[config.mk]
export PLATFORM = sky130hd
export DESIGN_NAME = lvm_emit
export DESIGN_NICKNAME = d
export VERILOG_FILES = /design/src/rtl/core/lvm_pkg.sv /design/src/rtl/core/lvm_emit.sv
export SDC_FILE = /design/constraint.sdc
export NUM_CORES = 1
export LEC_CHECK = 0
export BUFFER_PORTS_ARGS = -buffer_cell sky130_fd_sc_hd__buf_2
export CORE_ASPECT_RATIO = 0.75
export CORE_MARGIN = 3
export CORE_UTILIZATION = 31
export CTS_CLUSTER_DIAMETER = 80
export DETAILED_ROUTE_END_ITERATION = 10
export SYNTH_ARGS = -nofsm -noshare
export SYNTH_HDL_FRONTEND = slang
export SYNTH_SLANG_ARGS = --single-unit
[constraint.sdc]
create_clock -name clk -period 21.4 [get_ports clk]
set_input_delay 2.14 -clock clk [delete_from_list [all_inputs] [get_ports clk]]
set_output_delay 2.14 -clock clk [all_outputs]
set_load 0.005 [all_outputs]
[src/rtl/core/lvm_pkg.sv]
// Shared types, constants and helpers for the look-at view matrix core.
`default_nettype none
package lvm_pkg;

  localparam logic signed [31:0] ONE_Q30 = 32'sh4000_0000;
  localparam int unsigned QDEPTH = 2;

  // One queued item: forward difference and up hint
  typedef struct packed {
    logic [2:0][32:0] diff;
    logic [2:0][31:0] up;
  } item_t;

  // Finished matrix, handed from the compute engine to the emitter
  typedef struct packed {
    logic [2:0][31:0] side;
    logic [2:0][31:0] tup;
    logic [2:0][31:0] nfwd;
    logic             degen;
  } mat_t;

  typedef enum logic [2:0] {
    NS_IDLE, NS_SHIFT, NS_SQ, NS_ROOT, NS_DLOAD, NS_DIV
  } norm_state_t;

  typedef enum logic [2:0] {
    BS_IDLE, BS_NFWD, BS_X1, BS_NSIDE, BS_X2, BS_RND, BS_HAND
  } back_state_t;

  // Cross product step order: r0 = a1*b2 - a2*b1, r1 = a2*b0 - a0*b2, r2 = a0*b1 - a1*b0
  function automatic logic [1:0] xa_sel(input logic [2:0] s);
    logic [1:0] r;
    unique case (s)
      3'd0:    r = 2'd1;
      3'd1:    r = 2'd2;
      3'd2:    r = 2'd2;
      3'd3:    r = 2'd0;
      3'd4:    r = 2'd0;
      3'd5:    r = 2'd1;
      default: r = 2'd0;
    endcase
    return r;
  endfunction

  function automatic logic [1:0] xb_sel(input logic [2:0] s);
    logic [1:0] r;
    unique case (s)
      3'd0:    r = 2'd2;
      3'd1:    r = 2'd1;
      3'd2:    r = 2'd0;
      3'd3:    r = 2'd2;
      3'd4:    r = 2'd1;
      3'd5:    r = 2'd0;
      default: r = 2'd0;
    endcase
    return r;
  endfunction

  // Q4.60 to Q2.30, halves away from zero, saturating
  function automatic logic [31:0] round_q30(input logic [63:0] v);
    logic [63:0] mag;
    logic [63:0] sm;
    logic [33:0] m;
    logic [31:0] r;
    mag = v[63] ? (64'd0 - v) : v;
    sm  = mag + 64'h2000_0000;
    m   = sm[63:30];
    if (m > 34'h0_7FFF_FFFF) begin
      r = v[63] ? 32'h8000_0000 : 32'h7FFF_FFFF;
    end else begin
      r = v[63] ? (32'd0 - m[31:0]) : m[31:0];
    end
    return r;
  endfunction

endpackage
`default_nettype wire

[src/rtl/core/lvm_emit.sv]
// Output stage: holds one matrix and sends it as four element groups.
`default_nettype none
module lvm_emit import lvm_pkg::*; (
  input  wire logic  clk,
  input  wire logic  rst_n,
  input  wire logic  m_valid,
  input  wire mat_t  m_data,
  output logic       m_take,
  output logic       out_valid,
  input  wire logic  out_stall,
  output logic [1:0] out_group_index,
  output logic signed [31:0] out_elem_0,
  output logic signed [31:0] out_elem_1,
  output logic signed [31:0] out_elem_2,
  output logic signed [31:0] out_elem_3,
  output logic       out_last_group,
  output logic       out_degenerate
);

  mat_t       mat_r;
  logic       busy_r;
  logic [1:0] g_r;
  logic       xfer;
  logic       last;

  assign xfer   = busy_r && !out_stall;
  assign last   = (g_r == 2'd3);
  assign m_take = m_valid && (!busy_r || (xfer && last));

  always_ff @(posedge clk) begin
    if (!rst_n) begin
      busy_r <= 1'b0;
      g_r    <= 2'd0;
    end else if (m_take) begin
      busy_r <= 1'b1;
      g_r    <= 2'd0;
    end else if (xfer) begin
      if (last) busy_r <= 1'b0;
      g_r <= g_r + 2'd1;
    end
  end

  always_ff @(posedge clk) begin
    if (m_take) mat_r <= m_data;
  end

  // Group contents
  always_comb begin
    out_valid       = busy_r;
    out_group_index = g_r;
    out_last_group  = last;
    out_degenerate  = mat_r.degen;
    if (last) begin
      out_elem_0 = '0;
      out_elem_1 = '0;
      out_elem_2 = '0;
      out_elem_3 = ONE_Q30;
    end else begin
      out_elem_0 = mat_r.side[g_r];
      out_elem_1 = mat_r.tup[g_r];
      out_elem_2 = mat_r.nfwd[g_r];
      out_elem_3 = '0;
    end
  end

`ifndef NO_ASSERTIONS
  a_group_step: assert property (@(posedge clk) disable iff (!rst_n)
    xfer && !last |=> busy_r && g_r == $past(g_r) + 2'd1)
    else $error("group did not advance after transfer");
  a_load_free: assert property (@(posedge clk) disable iff (!rst_n)
    m_take |-> !busy_r || (last && !out_stall))
    else $error("matrix loaded over one still in flight");
  a_load_start: assert property (@(posedge clk) disable iff (!rst_n)
    m_take |=> busy_r && g_r == 2'd0)
    else $error("loaded matrix does not start at group zero");
`endif

endmodule
`default_nettype wire

==> flow_summary.yaml <==
outcome:
  status: "finished clean"
critical_path:
  path_class: "reg -> out"
  r2r_setup_slack_ps: 16690
  crit_arrival_ps: 3620
  end_kind: "primary output"
  cp.required_ps: 19260
  timing.critical_path.slowest_cell_delay_ps: 810
  worstReg2RegStart: "out_group_index[1]"
  path_cells: "buf_4 -> buf_4 -> a211oi_2 -> a211oi_2 -> buf_2"
  worst-path-buf-inv: 3
  crit_family: "buffers and inverters"
  r2r_end: "mat_r[207]"
  path_max_fanout: 57
  cp_slowest_cell: "buf_4"
  critPathLaunchType: "flip-flop"
  rr_worst_depth: 6
clocking:
  htree_num_levels: 1
  cts_root_buffer: "clkbuf_16"
  cts_hold_buf: 0
  post-cts-setup-buffers: 0
  clk_path_buf_depth: 3
  cts_resized: 0
  clock_latency_ps: 570
  cts_buffers: 31
  clkTransAtPathRegs_ps: 60
  cts_sinks: 292
  cts_tree: "yes"
die:
  start_util: 0.317
  die_area_sq_um: 44700
  core_area_sq_um: 41200
  placementRows: 64
  chipHeight_um: 184
  ios: 427
  chipWidth_um: 243
timing:
  drv_slew: 0
  fin_crit_sh: 0.269
  setup_violations: 0
  max_slew_margin: 0.295
  worst_pin_slew_ps: 1060
  tns_ps: 0
  fmax_mhz: 174
  hold_viol: 0
  period_minus_slack_ps: 5760
  rsz0062_at_grt: "no"
  clock_skew_ps: 25.8
hold_path:
  hold-path-cell-count: 2
  min_from: "out_valid"
  hold_end: "out_valid"
  hp-class: "reg -> reg"
power_and_ir_drop:
  p_leak_nw: 5.99
  powerDensity_nw_per_um2: 81.7
  peakVddDrop_mv: 0.0601
finish:
  drive_gt1_frac: 0.536
  syn_to_final_growth_pct: 24.6
  fin_util: 0.395
  num-nets-final: 1453
  mostFrequentLayoutCells: "buf_2, edfxtp_1, a211oi_2"
  nFillCells: 3905
  fin_cells: 1749
  seq_area_sq_um: 8750
  final_common_cell: "buf_2"
  multi_input_area_sq_um: 3750
route:
  top_layer: "met4"
  met1Wirelength_mm: 13.5
  drtIter0Drc: 374
  wl_mm: 31.7
  vias: 7785
  wl_per_cell_um: 18.1
  drt_pass1_iterations: 4
  viasPerCell: 4.45
  dr_wl_met3_mm: 1.90
  wl_met2_mm: 15.6
  drc: 0
  antenna_left: 0
global_route:
  grt_remaining_overflow: 0
  grt_pass1_vias: 8002
  track_usage: 0.135
  grt_max_degree: 222
  antenna_found_initial: 6
  grt_first_pass_wirelength_mm: 47.2
placed_design:
  placed_cells: 1687
  routabilityCongestion: 0.762
  port_buffers: 395
  dp_hpwl_mm: 21.2
yosys:
  ys_seq_area_frac: 0.669
  synth_cells: 786
  synth-seq-cells: 292
  yosysUniqueCellTypes: 22
  synthesis.area_sq_um: 13100
  ys_warn_count: 0
  syn_area_per_cell_sq_um: 16.6
job:
  maxCapViolations: 0
worst min-delay path: stages, from the launching register on:
cell     delay (ps)
dfxtp_1         350
a21oi_1         140
nor2b_1          50
routing by layer:
| metal | vias to the layer above | track usage |
|---|---|---|
| li1 | 3706 | - |
| met1 | 3805 | 0.172 |
| met2 | 231 | 0.227 |
| met3 | 43 | 0.0372 |
| met4 | 0 | 0.0375 |
| met5 | - | 0 |
synth_stat cells:
| cell | count | area, sq um |
|---|---|---|
| nor2b_1 | 98 | 613 |
| clkbuf_2 | 1 | 5.00 |
| o211ai_1 | 1 | 7.51 |
| buf_12 | 9 | 180 |
| a211oi_1 | 14 | 105 |
| buf_6 | 3 | 33.8 |
| edfxtp_1 | 289 | 8680 |
| ha_1 | 1 | 12.5 |
| buf_4 | 33 | 248 |
| nand2b_1 | 98 | 613 |
| buf_1 | 1 | 3.75 |
| clkbuf_1 | 29 | 109 |
| inv_1 | 1 | 3.75 |
| nor2_1 | 2 | 7.51 |
| dfxtp_1 | 3 | 60.1 |
| buf_2 | 18 | 90.1 |
| conb_1 | 1 | 3.75 |
| mux2i_1 | 1 | 10.0 |
| buf_8 | 2 | 30.0 |
| xnor2_1 | 1 | 8.76 |
| a211oi_2 | 178 | 2230 |
| a21oi_1 | 2 | 10.0 |
kinds of logic after synthesis:
logic type,share of synthesized area
XOR/XNOR,0.000671
multiplexers,0.000766
AND/OR/NAND/NOR,0.0945
buffers and inverters,0.0538
adder cells (fa/ha/maj),0.000958
flip-flops,0.669
AO/OA/AOI/OAI,0.180
other,0.000287
registers in the layout, summed over array words and instances, names as in the netlist:
| name | count |
|---|---|
| mat_r | 288 |
| out_group_index | 2 |
| out_valid | 1 |
| out_degenerate | 1 |
through the flow:
step	instance area, sq um	worst slack (ps)	power [W]	hold WS, ps
2_1_floorplan	13200	3000	0.000786	535
3_3_place_gp	15300	15800	0.000818	569
3_5_place_dp	15300	15790	0.000822	579
4_1_cts	16300	15480	0.00136	594
5_1_grt	16300	15360	0.00139	635
6_report	16300	15640	0.00133	592
area by class of cell:
type,count,area share
Timing Repair Buffer,406,0.127
Inverter,1,0.000231
Clock buffer,34,0.0484
Clock inverter,21,0.0116
Multi-Input combinational cell,427,0.231
Sequential cell,292,0.537
Antenna cell,7,0.00108
Tap cell,561,0.0431
report_power, final:
group | internal (W) | switching (W)
clock network | 0.000300 | 0.000223
registers | 0.000667 | 0.00000887
logic | 0.0000633 | 0.0000674
total | 0.00103 | 0.000299
worst max-delay path by stage:
stage / start / end / slack, ps / cells after the start
2_1_floorplan: out_stall / m_take / 3000 / 2
3_3_place_gp: out_stall / m_take / 15800 / 5
3_5_place_dp: out_stall / m_take / 15790 / 5
4_1_cts: out_group_index[1] / out_elem_2[31] / 15480 / 5
5_1_grt: out_group_index[1] / out_elem_2[31] / 15360 / 5
6_report: out_group_index[1] / out_elem_2[1] / 15640 / 5
No activity file was read; power rests on OpenSTA's default activity.
