===== src/rtl/core/lvm_pkg.sv =====
// Shared types, constants and helpers for the look-at view matrix core.
`default_nettype none
package lvm_pkg;

  localparam logic signed [31:0] ONE_Q30 = 32'sh4000_0000;
  localparam int unsigned QDEPTH = 2;

  // One queued item: forward difference and up hint
  typedef struct packed {
    logic [2:0][32:0] diff;
    logic [2:0][31:0] up;
  } item_t;

  // Finished matrix, handed from the compute engine to the emitter
  typedef struct packed {
    logic [2:0][31:0] side;
    logic [2:0][31:0] tup;
    logic [2:0][31:0] nfwd;
    logic             degen;
  } mat_t;

  typedef enum logic [2:0] {
    NS_IDLE, NS_SHIFT, NS_SQ, NS_ROOT, NS_DLOAD, NS_DIV
  } norm_state_t;

  typedef enum logic [2:0] {
    BS_IDLE, BS_NFWD, BS_X1, BS_NSIDE, BS_X2, BS_RND, BS_HAND
  } back_state_t;

  // Cross product step order: r0 = a1*b2 - a2*b1, r1 = a2*b0 - a0*b2, r2 = a0*b1 - a1*b0
  function automatic logic [1:0] xa_sel(input logic [2:0] s);
    logic [1:0] r;
    unique case (s)
      3'd0:    r = 2'd1;
      3'd1:    r = 2'd2;
      3'd2:    r = 2'd2;
      3'd3:    r = 2'd0;
      3'd4:    r = 2'd0;
      3'd5:    r = 2'd1;
      default: r = 2'd0;
    endcase
    return r;
  endfunction

  function automatic logic [1:0] xb_sel(input logic [2:0] s);
    logic [1:0] r;
    unique case (s)
      3'd0:    r = 2'd2;
      3'd1:    r = 2'd1;
      3'd2:    r = 2'd0;
      3'd3:    r = 2'd2;
      3'd4:    r = 2'd1;
      3'd5:    r = 2'd0;
      default: r = 2'd0;
    endcase
    return r;
  endfunction

  // Q4.60 to Q2.30, halves away from zero, saturating
  function automatic logic [31:0] round_q30(input logic [63:0] v);
    logic [63:0] mag;
    logic [63:0] sm;
    logic [33:0] m;
    logic [31:0] r;
    mag = v[63] ? (64'd0 - v) : v;
    sm  = mag + 64'h2000_0000;
    m   = sm[63:30];
    if (m > 34'h0_7FFF_FFFF) begin
      r = v[63] ? 32'h8000_0000 : 32'h7FFF_FFFF;
    end else begin
      r = v[63] ? (32'd0 - m[31:0]) : m[31:0];
    end
    return r;
  endfunction

endpackage
`default_nettype wire


===== src/rtl/core/lvm_front.sv =====
// Input stage: forms the forward difference and queues items for the engine.
`default_nettype none
module lvm_front import lvm_pkg::*; (
  input  wire logic               clk,
  input  wire logic               rst_n,
  input  wire logic               in_valid,
  output logic                    in_stall,
  input  wire logic signed [31:0] in_eye_x,
  input  wire logic signed [31:0] in_eye_y,
  input  wire logic signed [31:0] in_eye_z,
  input  wire logic signed [31:0] in_target_x,
  input  wire logic signed [31:0] in_target_y,
  input  wire logic signed [31:0] in_target_z,
  input  wire logic signed [31:0] in_up_x,
  input  wire logic signed [31:0] in_up_y,
  input  wire logic signed [31:0] in_up_z,
  output logic                    q_valid,
  output item_t                   q_item,
  input  wire logic               q_pop
);

  item_t      mem_r [QDEPTH];
  logic       wr_ptr_r;
  logic       rd_ptr_r;
  logic [1:0] count_r;
  item_t      push_item;
  logic       push;

  // Exact 33-bit differences
  always_comb begin
    push_item.diff[0] = {in_target_x[31], in_target_x} - {in_eye_x[31], in_eye_x};
    push_item.diff[1] = {in_target_y[31], in_target_y} - {in_eye_y[31], in_eye_y};
    push_item.diff[2] = {in_target_z[31], in_target_z} - {in_eye_z[31], in_eye_z};
    push_item.up[0]   = in_up_x;
    push_item.up[1]   = in_up_y;
    push_item.up[2]   = in_up_z;
  end

  assign in_stall = (count_r == 2'(QDEPTH));
  assign push     = in_valid && !in_stall;
  assign q_valid  = (count_r != 2'd0);
  assign q_item   = mem_r[rd_ptr_r];

  // Queue storage
  always_ff @(posedge clk) begin
    if (push) begin
      mem_r[wr_ptr_r] <= push_item;
    end
  end

  // Queue pointers
  always_ff @(posedge clk) begin
    if (!rst_n) begin
      wr_ptr_r <= 1'b0;
      rd_ptr_r <= 1'b0;
      count_r  <= 2'd0;
    end else begin
      if (push) wr_ptr_r <= ~wr_ptr_r;
      if (q_pop) rd_ptr_r <= ~rd_ptr_r;
      count_r <= count_r + 2'(push) - 2'(q_pop);
    end
  end

endmodule
`default_nettype wire


===== config.mk =====
export PLATFORM = sky130hd
export DESIGN_NAME = lvm_front
export DESIGN_NICKNAME = d
export VERILOG_FILES = /design/src/rtl/core/lvm_pkg.sv /design/src/rtl/core/lvm_front.sv
export SDC_FILE = /design/constraint.sdc
export NUM_CORES = 1
export LEC_CHECK = 0
export ABC_AREA = 1
export BUFFER_PORTS_ARGS = -buffer_cell sky130_fd_sc_hd__buf_2
export CAP_MARGIN = 20
export CORE_ASPECT_RATIO = 0.8
export CORE_UTILIZATION = 60
export CTS_CLUSTER_DIAMETER = 40
export DETAILED_ROUTE_END_ITERATION = 8
export PLACE_DENSITY = 0.95
export SLEW_MARGIN = 0
export SYNTH_ARGS = -nofsm -noshare
export SYNTH_HDL_FRONTEND = slang
export SYNTH_SLANG_ARGS = --single-unit

===== constraint.sdc =====
create_clock -name clk -period 24.9 [get_ports clk]
set_clock_uncertainty 0.05 [all_clocks]
set_input_delay 2.49 -clock clk [delete_from_list [all_inputs] [get_ports clk]]
set_output_delay 2.49 -clock clk [all_outputs]
set_load 0.02 [all_outputs]

==> reports/qor.csv <==
stage,metric,value,unit
run_status,status,"complete, no violations",
synthesis,syn_nets,2700,
timing,report.final.setup_viol,0,
timing,fmax,182.2,MHz
pwr,leakagePower,13.26,nW
worst_setup_path,crit_family,buffers and inverters,
clocking,cts_hold_buf,0,
die,start_util,61.14,%
die,io_pins,489,
clocking,clock-sinks,395,
timing,slew_headroom,29.23,%
synthesis,synth_cells,2307,
synthesis,ys_async_sr_fraction,0,%
finish,multiInputGateArea,0.008252,mm^2
synthesis,synth-seq-cells,395,
synthesis,yosysWarnings,0,
clocking,clock_path_buffers,3,
worst_setup_path,cp.arrival,2950,ps
synthesis,synth_edf_count,390,
worst_setup_path,cpMaxStageDelayCell,dfxtp_4,
worst_setup_path,worst_setup_path_start_kind,register,
clocking,cts.repair.resized,0,
timing,finalWorstPathRequiredPeriod,5488,ps
worst_setup_path,critPathKind,reg2out,
timing,tightest_slew,1061,ps
clocking,clkLatencyLatePin,550,ps
route,drc,0,
die,fp-row-count,62,
timing,slew_violations,0,
worst_setup_path,crit_path_max_fanout,66,
finish,fillCellCount,2316,
grt,grt_pass1_wl,96.19,mm
worst_setup_path,cpPeakStageDelay,840,ps
die,design.die.area,0.03746,mm^2
pwr,ir_drop,0.00006896,V
finish,num-nets-final,3219,
route,via_count,18120,
clocking,cts-root-buf,clkbuf_16,
clocking,numCtsBuffers,45,
synthesis,yosysSeqAreaShare,53.67,%
finish,seq_area,0.01182,mm^2
clocking,cts_tree,built,
route,avgRoutedWirePerCell,18.97,um
timing,worst_slack,19410,ps
grt,grt_max_degree,73,
run,drv_cap,0,
route,antenna_left,0,
timing,finalCritPeriodShare,22.04,%
synthesis,synth_cell_types,25,
synthesis,synth.avg_cell_area,9.540,um^2
worst_setup_path,cp-end-kind,output pin,
placement,pre_cts_ws,19760,ps
placement,hpwl,46.91,mm
die,die_y,173.3,um
die,core_region_area,0.03599,mm^2
min_path,holdCritPathClass,reg2reg,
synthesis,syn_area,0.02201,mm^2
timing,final_hold_viol_count,0,
grt,antenna_found_initial,15,
grt,track_usage,33.13,%
worst_setup_path,critPathRequiredTime,22360,ps
grt,gr-total-overflow,0,
pwr,p_per_area,75.59,mW/mm^2
clocking,clk_pin_slew_worst_paths,70,ps
placement,io_buffers,488,
route,initialDrtViolationCount,1620,
die,die_w,216.1,um
clocking,post_cts.repair.setup_buffers,0,
synthesis,ys.flop_type,edfxtp_1,
clocking,cts.htree.levels,2,
placement,gp_congestion,0.9954,
finish,areaGrowthSynthToFinish,20.74,%
finish,layout-drive-gt1-share,28.05,%
route,dr.pass1.iters,5,
finish,final_cells,3347,
route,viasPerCell,5.414,
route,drt-total-wl,63.48,mm
timing,setup_tns,0,ps
grt,grt_pass1_vias,17890,
placement,dp_cells,3259,
worst_setup_path,path_buf_inv,2,
pwr,finalPower,2.009,mW
timing,rsz0062_at_grt,false,
worst_setup_path,path_cells,buf_4 -> mux2_2 -> buf_2,
[through the flow]
stage | instance area [um^2] | utilization, % | hold WS, ps
finish | 26570 | 73.83 | 487.4
detailed placement | 24970 | 69.37 | 486.6
global route | 26570 | 73.83 | 513.5
global placement | 24970 | 69.37 | 426.3
floorplan | 22010 | - | 409.0
CTS | 26550 | 73.77 | 475.9
[path summary, 6_finish.rpt]
path	from	end	slack, ps	depth (start not counted)
worst max-delay path	register	q_item[170]	19410	3
worst min-delay path	count_r[1]	count_r[1]	490	2
worst min register to register	count_r[1]	count_r[1]	490	2
worst max register to register	count_r[0]	mem_r[1][156]	21840	4
[Yosys cell counts (4+ instances only)]
master | instances | area [um^2]
and2_1 | 6 | 37.54
nor3_1 | 6 | 30.03
ha_1 | 98 | 1226
buf_2 | 7 | 35.03
nand2_1 | 741 | 2781
buf_4 | 17 | 127.6
nand2_2 | 25 | 156.4
inv_1 | 479 | 1798
dfxtp_1 | 5 | 100.1
a21oi_1 | 62 | 310.3
edfxtp_1 | 390 | 11710
nand3_2 | 4 | 40.04
mux2_2 | 195 | 2196
nor2_1 | 130 | 488.0
xnor2_1 | 7 | 61.31
nand4_1 | 12 | 75.07
xor2_1 | 39 | 341.6
nand3_1 | 66 | 330.3
[flip-flops by register name, summed over array words and instances (netlist names), named ones only]
signal and flops:
mem_r 390, rd_ptr_r 1, wr_ptr_r 1, count_r 2
[cell type report]
| cell class | count | share of cell area (%) |
|---|---|---|
| Timing Repair Buffer | 496 | 9.417 |
| Tap cell | 480 | 2.260 |
| Multi-Input combinational cell | 1409 | 31.05 |
| Sequential cell | 395 | 44.46 |
| Clock inverter | 32 | 1.610 |
| Clock buffer | 48 | 4.360 |
| Antenna cell | 8 | 0.07533 |
| Inverter | 479 | 6.766 |
[worst register-to-register path, delay by kind of cell, from the launching register on]
family	cells	cell delay, ps
buffers and inverters	2	1590
AOI/OAI and AO/OA	1	350
and+or+nand+nor	1	180
DFF	1	390
[placed cells by master, fill, tap and decap left out, types with 46 or more instances in the layout]
| master | count |
|---|---|
| edfxtp_1 | 390 |
| clkbuf_16 | 46 |
| ha_1 | 98 |
| nand3_1 | 66 |
| mux2_2 | 195 |
| inv_1 | 479 |
| nor2_1 | 128 |
| buf_2 | 488 |
| nand2_1 | 741 |
| a21oi_1 | 62 |
[cell families (layout without fill, tap and decap cells)]
group / Yosys count / after routing / synth area share, %
buffers and inverters: 503 / 1055 / 8.908
AND/OR/NAND/NOR: 994 / 994 / 18.01
other: 0 / 8 / 0
adder cells (fa/ha/maj): 101 / 101 / 5.844
flip-flops: 395 / 395 / 53.67
multiplexers: 195 / 195 / 9.977
AO/OA/AOI/OAI: 73 / 73 / 1.762
XOR/XNOR: 46 / 46 / 1.831
[metal layers]
layer	global-route usage (%)	vias up	routed length [um]
li1	-	8442	-
met1	40.72	8362	23740
met2	55.80	1101	30540
met3	7.175	203	6267
met4	15.55	14	2848
met5	0	-	89
[power by group]
group | internal [mW] | switching [mW] | leakage (nW)
sequential | 0.833 | 0.0267 | 3.68
clock | 0.411 | 0.287 | 0.770
combinational | 0.154 | 0.297 | 8.81
total | 1.40 | 0.611 | 13.3
No activity file was read; power rests on OpenSTA's default activity.
